`config.mk`:
```
export PLATFORM = sky130hd
export DESIGN_NAME = length_prefixed_deframer_flat
export DESIGN_NICKNAME = d
export VERILOG_FILES = /design/src/hdl/ldf_pkg.sv /design/src/hdl/ldf_channels.sv /design/src/hdl/ldf_parser.sv /design/src/hdl/ldf_out_reg.sv /design/src/hdl/length_prefixed_deframer.sv /design/src/flat_wrapper.sv
export SDC_FILE = /design/constraint.sdc
export NUM_CORES = 1
export LEC_CHECK = 0
export BUFFER_PORTS_ARGS = -buffer_cell sky130_fd_sc_hd__buf_4
export CORE_MARGIN = 2
export CORE_UTILIZATION = 44
export DETAILED_ROUTE_END_ITERATION = 7
export HOLD_SLACK_MARGIN = 0.05
export PLACE_DENSITY = 0.7
export SYNTH_ARGS = -nofsm -noshare
export SYNTH_HDL_FRONTEND = slang
export SYNTH_HIERARCHICAL = 1
export SYNTH_SLANG_ARGS = --single-unit
```
`constraint.sdc`:
```
create_clock -name clock -period 2.45 [get_ports clock]
set_input_delay 0.49 -clock clock [delete_from_list [all_inputs] [get_ports clock]]
set_output_delay 0.49 -clock clock [all_outputs]
set_load 0.05 [all_outputs]
```
`src/hdl/ldf_pkg.sv`:
```
// shared types and constants for the length prefixed deframer
`default_nettype none

package ldf_pkg;

   localparam int unsigned HeaderBytes = 4;
   localparam int unsigned HdrCntW = $clog2(HeaderBytes);
   localparam logic [HdrCntW-1:0] HdrCntLast = HdrCntW'(HeaderBytes - 1);
   localparam logic [31:0] MaxFrameReset = 32'd32768;

   typedef enum logic [1:0] {
      KIND_PAYLOAD = 2'd0,
      KIND_EMPTY   = 2'd1,
      KIND_ERROR   = 2'd2
   } kind_type;

   typedef struct packed {
      logic       valid;
      logic [7:0] out_byte;
      kind_type   kind;
      logic       frame_end;
   } result_type;

endpackage

`default_nettype wire

```
`src/hdl/ldf_channels.sv`:
```
// valid/ready channel interfaces for the deframer input and result streams
`default_nettype none

interface ldf_req_if;
   logic       valid;
   logic       ready;
   logic [7:0] in_byte;

   modport source (output valid, output in_byte, input ready);
   modport sink   (input valid, input in_byte, output ready);
endinterface

interface ldf_rsp_if;
   logic       valid;
   logic       ready;
   logic [7:0] out_byte;
   logic [1:0] kind;
   logic       frame_end;

   modport source (output valid, output out_byte, output kind, output frame_end,
                   input ready);
   modport sink   (input valid, input out_byte, input kind, input frame_end,
                   output ready);
endinterface

`default_nettype wire

```
`src/hdl/ldf_parser.sv`:
```
// header/payload parser state and per-word result logic
`default_nettype none

module ldf_parser (
   input  wire logic               clock,
   input  wire logic               reset,
   input  wire logic               accept,
   input  wire logic [7:0]         in_byte,
   input  wire logic               csr_we,
   input  wire logic [31:0]        csr_wdata,
   output ldf_pkg::result_type     result
);
   import ldf_pkg::*;

   logic [31:0]        max_ff, max_in;
   logic [HdrCntW-1:0] hdr_cnt_ff, hdr_cnt_in;
   logic [23:0]        accum_ff, accum_in;
   logic [31:0]        remain_ff, remain_in;
   logic               in_payload_ff, in_payload_in;
   logic               failed_ff, failed_in;
   logic [31:0]        length;

   assign length = {accum_ff, in_byte};

   always_comb begin
      max_in        = csr_we ? csr_wdata : max_ff;
      hdr_cnt_in    = hdr_cnt_ff;
      accum_in      = accum_ff;
      remain_in     = remain_ff;
      in_payload_in = in_payload_ff;
      failed_in     = failed_ff;
      result        = '0;
      result.kind   = KIND_PAYLOAD;
      if (accept && !failed_ff) begin
         if (in_payload_ff) begin
            remain_in        = remain_ff - 32'd1;
            result.valid     = 1'b1;
            result.out_byte  = in_byte;
            result.frame_end = (remain_ff == 32'd1);
            if (remain_ff == 32'd1) begin
               in_payload_in = 1'b0;
            end
         end else begin
            accum_in = {accum_ff[15:0], in_byte};
            if (hdr_cnt_ff == HdrCntLast) begin
               hdr_cnt_in = '0;
               if (length > max_ff) begin
                  failed_in    = 1'b1;
                  result.valid = 1'b1;
                  result.kind  = KIND_ERROR;
               end else if (length == 32'd0) begin
                  result.valid     = 1'b1;
                  result.kind      = KIND_EMPTY;
                  result.frame_end = 1'b1;
               end else begin
                  remain_in     = length;
                  in_payload_in = 1'b1;
               end
            end else begin
               hdr_cnt_in = hdr_cnt_ff + HdrCntW'(1);
            end
         end
      end
   end

   always_ff @(posedge clock) begin
      if (reset) begin
         max_ff        <= MaxFrameReset;
         hdr_cnt_ff    <= '0;
         accum_ff      <= '0;
         remain_ff     <= '0;
         in_payload_ff <= 1'b0;
         failed_ff     <= 1'b0;
      end else begin
         max_ff        <= max_in;
         hdr_cnt_ff    <= hdr_cnt_in;
         accum_ff      <= accum_in;
         remain_ff     <= remain_in;
         in_payload_ff <= in_payload_in;
         failed_ff     <= failed_in;
      end
   end

endmodule

`default_nettype wire

```
`src/hdl/ldf_out_reg.sv`:
```
// result register driving the response channel
`default_nettype none

module ldf_out_reg (
   input  wire logic           clock,
   input  wire logic           reset,
   input  wire logic           load,
   input  wire ldf_pkg::result_type result,
   output logic                can_load,
   ldf_rsp_if.source           rsp_ch
);
   import ldf_pkg::*;

   logic       valid_ff, valid_in;
   logic [7:0] byte_ff, byte_in;
   kind_type   kind_ff, kind_in;
   logic       end_ff, end_in;

   // a new word may enter while the held result leaves in the same cycle
   assign can_load = !valid_ff || rsp_ch.ready;

   always_comb begin
      valid_in = valid_ff;
      byte_in  = byte_ff;
      kind_in  = kind_ff;
      end_in   = end_ff;
      if (load) begin
         valid_in = result.valid;
         byte_in  = result.out_byte;
         kind_in  = result.kind;
         end_in   = result.frame_end;
      end else if (rsp_ch.ready) begin
         valid_in = 1'b0;
      end
   end

   always_ff @(posedge clock) begin
      if (reset) begin
         valid_ff <= 1'b0;
      end else begin
         valid_ff <= valid_in;
      end
      byte_ff <= byte_in;
      kind_ff <= kind_in;
      end_ff  <= end_in;
   end

   assign rsp_ch.valid     = valid_ff;
   assign rsp_ch.out_byte  = byte_ff;
   assign rsp_ch.kind      = kind_ff;
   assign rsp_ch.frame_end = end_ff;

endmodule

`default_nettype wire

```
`src/hdl/length_prefixed_deframer.sv`:
```
// length prefixed deframer: 4-byte big-endian header, then payload words
// latency: a result is valid on the cycle after its input word is accepted
// throughput: one input word per cycle while results are taken, set by the single result register
// ready drops only while a held result is not taken
// reset (synchronous): parser state cleared, maximum length back to 32768
`default_nettype none

module length_prefixed_deframer (
   input  wire logic        clock,
   input  wire logic        reset,
   ldf_req_if.sink          req_ch,
   ldf_rsp_if.source        rsp_ch,
   input  wire logic        csr_we,
   input  wire logic [31:0] csr_wdata
);
   import ldf_pkg::*;

   result_type result;
   logic       can_load;
   logic       accept;

   assign req_ch.ready = can_load;
   assign accept       = req_ch.valid && can_load;

   ldf_parser u_parser (
      .clock     (clock),
      .reset     (reset),
      .accept    (accept),
      .in_byte   (req_ch.in_byte),
      .csr_we    (csr_we),
      .csr_wdata (csr_wdata),
      .result    (result)
   );

   ldf_out_reg u_out_reg (
      .clock    (clock),
      .reset    (reset),
      .load     (accept),
      .result   (result),
      .can_load (can_load),
      .rsp_ch   (rsp_ch)
   );

endmodule

`default_nettype wire
```
`src/flat_wrapper.sv`:
```
// flat-port wrapper written by rule: the top's interface ports become plain ports
module length_prefixed_deframer_flat import ldf_pkg::*;
  (clock, reset, csr_we, csr_wdata, req_ch_valid, req_ch_in_byte, req_ch_ready, rsp_ch_valid, rsp_ch_out_byte, rsp_ch_kind, rsp_ch_frame_end, rsp_ch_ready);
  ldf_req_if req_ch_i ();
  ldf_rsp_if rsp_ch_i ();
  input  wire logic clock;
  input  wire logic reset;
  input  wire logic csr_we;
  input  wire logic [31:0] csr_wdata;
  input wire logic [$bits(req_ch_i.valid)-1:0] req_ch_valid;
  input wire logic [$bits(req_ch_i.in_byte)-1:0] req_ch_in_byte;
  output wire logic [$bits(req_ch_i.ready)-1:0] req_ch_ready;
  output wire logic [$bits(rsp_ch_i.valid)-1:0] rsp_ch_valid;
  output wire logic [$bits(rsp_ch_i.out_byte)-1:0] rsp_ch_out_byte;
  output wire logic [$bits(rsp_ch_i.kind)-1:0] rsp_ch_kind;
  output wire logic [$bits(rsp_ch_i.frame_end)-1:0] rsp_ch_frame_end;
  input wire logic [$bits(rsp_ch_i.ready)-1:0] rsp_ch_ready;
  assign req_ch_i.valid = req_ch_valid;
  assign req_ch_i.in_byte = req_ch_in_byte;
  assign req_ch_ready = req_ch_i.ready;
  assign rsp_ch_valid = rsp_ch_i.valid;
  assign rsp_ch_out_byte = rsp_ch_i.out_byte;
  assign rsp_ch_kind = rsp_ch_i.kind;
  assign rsp_ch_frame_end = rsp_ch_i.frame_end;
  assign rsp_ch_i.ready = rsp_ch_ready;
  length_prefixed_deframer u_core (.clock(clock), .reset(reset), .req_ch(req_ch_i), .rsp_ch(rsp_ch_i), .csr_we(csr_we), .csr_wdata(csr_wdata));
endmodule
```
; After elaboration in Yosys (flattened, before gate mapping)
; Index checks and enable logic that the tools add are counted.
[op_classes]
add_sub_neg = 2
mul = 0
div = 0
n_lt_le_gt_ge = 1
n_eq_ne = 4
shift = 0
muxes = 24
n_bitwise = 3
reduce_logical = 14
[ops]
columns = cell, n
row1 = 32-bit two-way mux, 4
row2 = "32-bit by 1-bit == test with 1-bit output, second input constant", 1
row3 = 32-bit greater-than comparator, 1
row4 = 32-bit zero test, 1
row5 = "32-bit by 1-bit subtractor with 32-bit output, second input constant", 1
row6 = 1-bit two-way mux, 13
row7 = 12-bit two-way mux, 1
row8 = 2-bit two-way mux, 4
row9 = 8-bit two-way mux, 1
row10 = 4-bit AND reduction, 2
row11 = "2-bit != test, second input constant", 2
row12 = 2-bit AND reduction, 2
row13 = 2-bit nonzero test, 2
row14 = 4-bit OR reduction, 1
row15 = 3-bit two-way mux, 1
row16 = 1-bit inverter, 3
row17 = 3-bit OR reduction, 1
row18 = "2-bit by 1-bit adder with 2-bit output, second input constant", 1
row19 = "2-bit == test, second input constant", 1
row20 = 1-bit logical AND, 2
row21 = 1-bit zero test, 2
row22 = 1-bit logical OR, 1
[totals]
register_bits = 104
latch_bits = 0
mem_bits_rw = 0
rom_bits = 0
inputBits = 45
output_inout_bits = 13
elab_cells = 59
n_memories = 0

; Depth between registers and ports, before layout
[logic_depth]
depth_word = 7
mapped_depth = 12
mapped_depth_nobuf = 11

; Cells and area by module
; The synthesis kept the hierarchy.
[by_module_without_submodules]
columns = mod, instances, cells_each, area_each_um2, seq_area_each_um2
row1 = ldf_parser, 1, 627, 5262.5, 1841.8
row2 = ldf_out_reg, 1, 15, 384.1, 350.3
row3 = length_prefixed_deframer, 1, 1, 6.3, 0.0

; Least setup slack after synthesis
; OpenSTA, ideal clock, no wires.
[synth_path]
path_kind = reg2reg
startpoint = reg u_core.u_out_reg.valid_ff (netlist: u_core/u_out_reg/rsp_ch.valid)
endpoint = reg u_core.u_parser.remain_ff[13]
setup_time_ps = 103
t_arrival_ps = 2721
t_required_ps = 2347
slack_ps = -374
path_stages_with_launch = 10
path_buffers = 0
synth_period_minus_slack_ps = 2824
path_cell_list = dfxtp_1 -> nand2b_4 -> and2_1 -> nand2b_1 -> nor2_1 -> a31o_2 -> a311oi_2 -> nor3_2 -> a21o_1 -> a2111oi_2
[synth_between]
elab_chain_len = 5
[synth_lines]
columns = element, line_no
row1 = start: declaration, ldf_out_reg.sv:14  ; logic valid_ff, valid_in;
row2 = start signal: assignment, ldf_out_reg.sv:41  ; valid_ff <= valid_in;
row3 = 1-bit zero test, ldf_out_reg.sv:20  ; assign can_load = !valid_ff || rsp_ch.ready;
row4 = 1-bit logical OR, ldf_out_reg.sv:20
row5 = via req_ch_ready, flat_wrapper.sv:12  ; output wire logic [$bits(req_ch_i.ready)-1:0] req_ch_ready;
row6 = 1-bit logical AND, length_prefixed_deframer.sv:23  ; assign accept = req_ch.valid && can_load;
row7 = via u_core.accept, length_prefixed_deframer.sv:20  ; logic accept;
row8 = 1-bit logical AND, ldf_parser.sv:34  ; if (accept && !failed_ff) begin
row9 = 4-bit AND reduction (no line), n/a
row10 = end signal: assignment, ldf_parser.sv:78  ; remain_ff <= remain_in;
row11 = end: declaration, ldf_parser.sv:18  ; logic [31:0] remain_ff, remain_in;
; The timed path passes the listed nets, and every way through them passes these cells.
; A chain may end at the register's enable or synchronous reset.

; Worst setup path after layout
[layout_path]
startpoint = reg u_core.u_parser.max_ff[9]
endpoint = reg u_core.u_parser.remain_ff[23]
[layout_between]
elab_chain_len = 3
[layout_lines]
columns = element, line_no
row1 = start: declaration, ldf_parser.sv:15  ; logic [31:0] max_ff, max_in;
row2 = start signal: assignment, ldf_parser.sv:68  ; max_ff <= MaxFrameReset;
row3 = start signal: assignment, ldf_parser.sv:75  ; max_ff <= max_in;
row4 = 32-bit greater-than comparator, ldf_parser.sv:47  ; if (length > max_ff) begin
row5 = 2-bit != test (no line), n/a
row6 = 4-bit AND reduction (no line), n/a
; No other way between the ends.

==> results.sh <==
export IMPL_ctsHtreeMaxLevel=3
export IMPL_number_of_global_route_vias_before_repair=5509
export IMPL_port_buffer_count=57
export IMPL_power_frac_seq_pct=42.3
export IMPL_n_antenna_cell=0
export IMPL_vdd_ir_drop_max_uv=494.2
export IMPL_netlist_area_leader_share_pct=32.93
export IMPL_internal_power_contribution_w=0.003101
export IMPL_core_area_um2=12570
export IMPL_clock_power_share_pct=38.5
export IMPL_post_drt_via_cell_ratio=5.777
export IMPL_number_of_clock_sinks_seen_by_cts=104
export IMPL_drt_pass1_iterations=5
export IMPL_initial_utilization_pct=44.98
export IMPL_cts_made_buffers=9
export IMPL_post_synthesis_cells=643
export IMPL_synthMostInstantiatedCell="dfxtp_1"
export IMPL_drt_wl_total_mm=17.85
export IMPL_timing_final_hold_violations=0
export IMPL_drt_iter0_markers=472
export IMPL_tritoncts="done"
export IMPL_rows=41
export IMPL_run_status="finished with violations"
export IMPL_critical_path_reg2reg_startpoint="u_core/u_parser/max_ff[9]"
export IMPL_setup_violations_final=25
export IMPL_post_dp_hpwl_mm=12.66
export IMPL_swShare_pct=27.77
export IMPL_wire_length_of_the_first_global_routing_pass_mm=28.37
export IMPL_report_final_slew_viol_count=0
export IMPL_max_clock_freq_mhz=383.2
export IMPL_post_synth_edffs=11
export IMPL_min_path_type="in -> reg"
export IMPL_grt_remaining_overflow=0
export IMPL_combinationalPowerShare_pct=19.2
export IMPL_violations="negative setup slack"
export IMPL_crit_path_required_time_ps=2750
export IMPL_cp_max_fo=19
export IMPL_ys_seq_elements=104
export IMPL_total_number_of_yosys_warnings=6
export IMPL_power_leakage_nw=3.289
export IMPL_synth_ff_type="dfxtp_1"
export IMPL_grt_max_degree=34
export IMPL_timing_rr_end="u_core/u_parser/remain_ff[23]"
export IMPL_fp_dieH_um=117.3
export IMPL_dp_worst_setup_slack_ps=-314.7
export IMPL_mappedNetlistNets=723
export IMPL_placer_congestion_estimate=0.9562
export IMPL_start_kind="flip-flop"
export IMPL_max_cap_violations=0
export IMPL_layout_worst_path_cycle_share_pct=106.5
export IMPL_unrepaired_setup_endpoints_after_global_routing="yes"
export IMPL_hold_worst_slack_ps=350.4
export IMPL_setup_slack_ps=-159.6
export IMPL_synthesis_area_um2=5653
export IMPL_dieArea_um2=13770
export IMPL_cts_hold_repair_buffers=0
export IMPL_critical_path_endpoint_type="flip-flop"
export IMPL_bufs_on_longest_clock_path=2
export IMPL_setup_tns_final_ps=-2485
export IMPL_chipWidth_um=117.3
export IMPL_power_switching_w=0.001192
export IMPL_design_final_nets=869
export IMPL_met2_usage_pct=40.35
export IMPL_initial_antenna_violation_count=0
export IMPL_worst_slew_pin_slew_ps=1034
export IMPL_yosysUniqueCellTypes=69
export IMPL_clock_root_buffer="clkbuf_16"
export IMPL_max_slew_margin_rel_pct=30.81
export IMPL_pin_count=58
export IMPL_grt_use_met3_pct=4.280
export IMPL_netlist_top_cell_by_area="dfxtp_1"
export IMPL_ys_top_cells_by_area="dfxtp_1 33%, ha_1 7.7%, edfxtp_1 5.8%, mux2i_1 5.8%, nand2_1 5.7%"
export IMPL_critPathCapture="u_core/u_parser/remain_ff[23]"
export IMPL_groute_usage_overall_pct=25.58
export IMPL_worst_setup_path_type="reg -> reg"
export IMPL_synth_seq_area_share_pct=38.78
export IMPL_postSynthAreaPerCell_um2=8.791
export IMPL_final_design_instance_area_without_fill_um2=7886
export IMPL_post_route_util_pct=62.75
export IMPL_grt_util_met1_pct=34.45
export IMPL_clkLatencyLatePin_ps=360
export IMPL_most_common_library_cells_after_synthesis="93 x dfxtp_1, 86 x nand2_1, 64 x nor2_1"
export IMPL_drc_errors=0
export IMPL_worst_endpoint_arrival_ps=2910
export IMPL_layout_area_overhead_vs_synth_pct=39.51
export IMPL_synthArstFlopShare_pct=0
export IMPL_fillerInstances=1058
export IMPL_r2r_cells=12
export IMPL_period_minus_slack_ps=2610
export IMPL_p_per_area_nw_per_um2=544.4
export IMPL_ant_nets=0
export IMPL_gr_busiest_metal="met2"
export IMPL_rrSetupSlack_ps=-160
export IMPL_post_drt_wl_per_cell_um=18.48
export IMPL_worst_setup_hold_path_clk_slew_ps=80
export IMPL_vias=5581
export IMPL_dpl_cell_area_um2=7142
export IMPL_critical_path_startpoint="u_core/u_parser/max_ff[9]"
export IMPL_fraction_of_layout_instances_using_a_drive_strength_above_1_pct=35.64
export IMPL_worst_clock_skew_ps=8.425
[repair_timing]
| item | in CTS | in global routing |
|---|---|---|
| pin swaps | 17 | 31 |
| setup endpoints to repair | 38 | 38 |
| setup buffers | 7 | 2 |
| gates cloned | 0 | 2 |
| resized for setup | 28 | 28 |
[worst max-delay path, stage by stage, from the launching register on]
cell and delay (ps):
dfxtp_2 340, inv_2 50, ha_4 260, nand4_1 180, nor4_4 380, and3_4 270, a311oi_4 50, buf_4 180
buf_6 110, nor4b_4 290, buf_12 200, a32o_1 150, a31o_1 90
[sequential cells by signal, indices dropped and copies added (netlist names), 2 cells and up]
name and cells:
u_core/u_parser/max_ff 32, u_core/u_parser/remain_ff 32, u_core/u_parser/accum_ff 24, u_core/u_out_reg/rsp_ch.out_byte 8
u_core/u_out_reg/rsp_ch.kind 2, u_core/u_parser/hdr_cnt_ff 2
[power by group through the flow]
stage | sequential [W] | clock [W] | combinational (W)
floorplan | 0.00187 | 0 | 0.000404
global placement | 0.00185 | 0 | 0.000725
detailed placement | 0.00185 | 0 | 0.000742
CTS | 0.00182 | 0.00167 | 0.000785
global route | 0.00183 | 0.00174 | 0.000894
finish | 0.00182 | 0.00165 | 0.000822
[area by class of cell]
cell class / count / area [um^2] / share of cell area, %
clock buffer: 10 / 239.0 / 3.030
timing repair buffer: 167 / 1351 / 17.13
inverter: 39 / 146.4 / 1.856
sequential: 104 / 2212 / 28.05
tap: 172 / 215.2 / 2.729
multi-input combinational: 468 / 3625 / 45.96
clock inverter: 6 / 97.59 / 1.238
[per-stage QoR]
step	std cells	power [W]
after CTS	963	0.004270
after floorplan	643	0.002278
final	966	0.004293
after global placement	940	0.002575
after global routing	966	0.004456
after detailed placement	940	0.002596
[layer usage]
layer	share of wire, %	wire length, um
met5	0	0
met4	3.4	604
met3	6.7	1192
met2	47	8435
met1	43	7615
[cells by family (layout without fill, tap and decap cells)]
| logic type | Yosys count | after routing | synth area share (%) |
|---|---|---|---|
| AO/OA/AOI/OAI | 135 | 135 | 17.24 |
| buffers and inverters | 71 | 222 | 5.423 |
| AND/OR/NAND/NOR | 264 | 264 | 24.77 |
| flip-flops | 104 | 104 | 38.78 |
| multiplexers | 34 | 34 | 6.043 |
| adder cells (fa/ha/maj) | 35 | 35 | 7.747 |
[cells in the final DEF (no fill, tap or decap), types with 3 or more instances in the layout]
cell type,count
a21oi_1,46
a21oi_2,3
a221o_1,17
a31oi_1,15
and2_1,3
and3_1,7
buf_4,154
buf_6,8
clkbuf_16,11
dfxtp_1,77
dfxtp_2,16
edfxtp_1,11
ha_1,13
ha_4,22
inv_1,30
inv_2,9
mux2i_1,33
nand2_1,84
nand2b_1,3
nand3_1,13
nand3_2,3
nand4_1,8
nand4_4,3
nand4b_1,3
nor2_1,60
nor2_2,3
nor3_1,16
nor3_4,3
nor4_1,18
o211ai_1,12
o21a_1,3
o31ai_1,4
o41ai_1,7
or3_1,4
[how the worst min path moves through the flow]
stage | startpoint | to | cells after the start
finish | csr_wdata[15] | u_core/u_parser/max_ff[15] | 3
global route | csr_wdata[30] | u_core/u_parser/max_ff[30] | 3
CTS | csr_wdata[15] | u_core/u_parser/max_ff[15] | 3
detailed placement | u_core/u_parser/hdr_cnt_ff[1] | u_core/u_parser/hdr_cnt_ff[1] | 2
global placement | u_core/u_parser/hdr_cnt_ff[1] | u_core/u_parser/hdr_cnt_ff[1] | 2
floorplan | u_core/u_parser/hdr_cnt_ff[1] | u_core/u_parser/hdr_cnt_ff[1] | 2
Power figures use the tool's default switching activity.
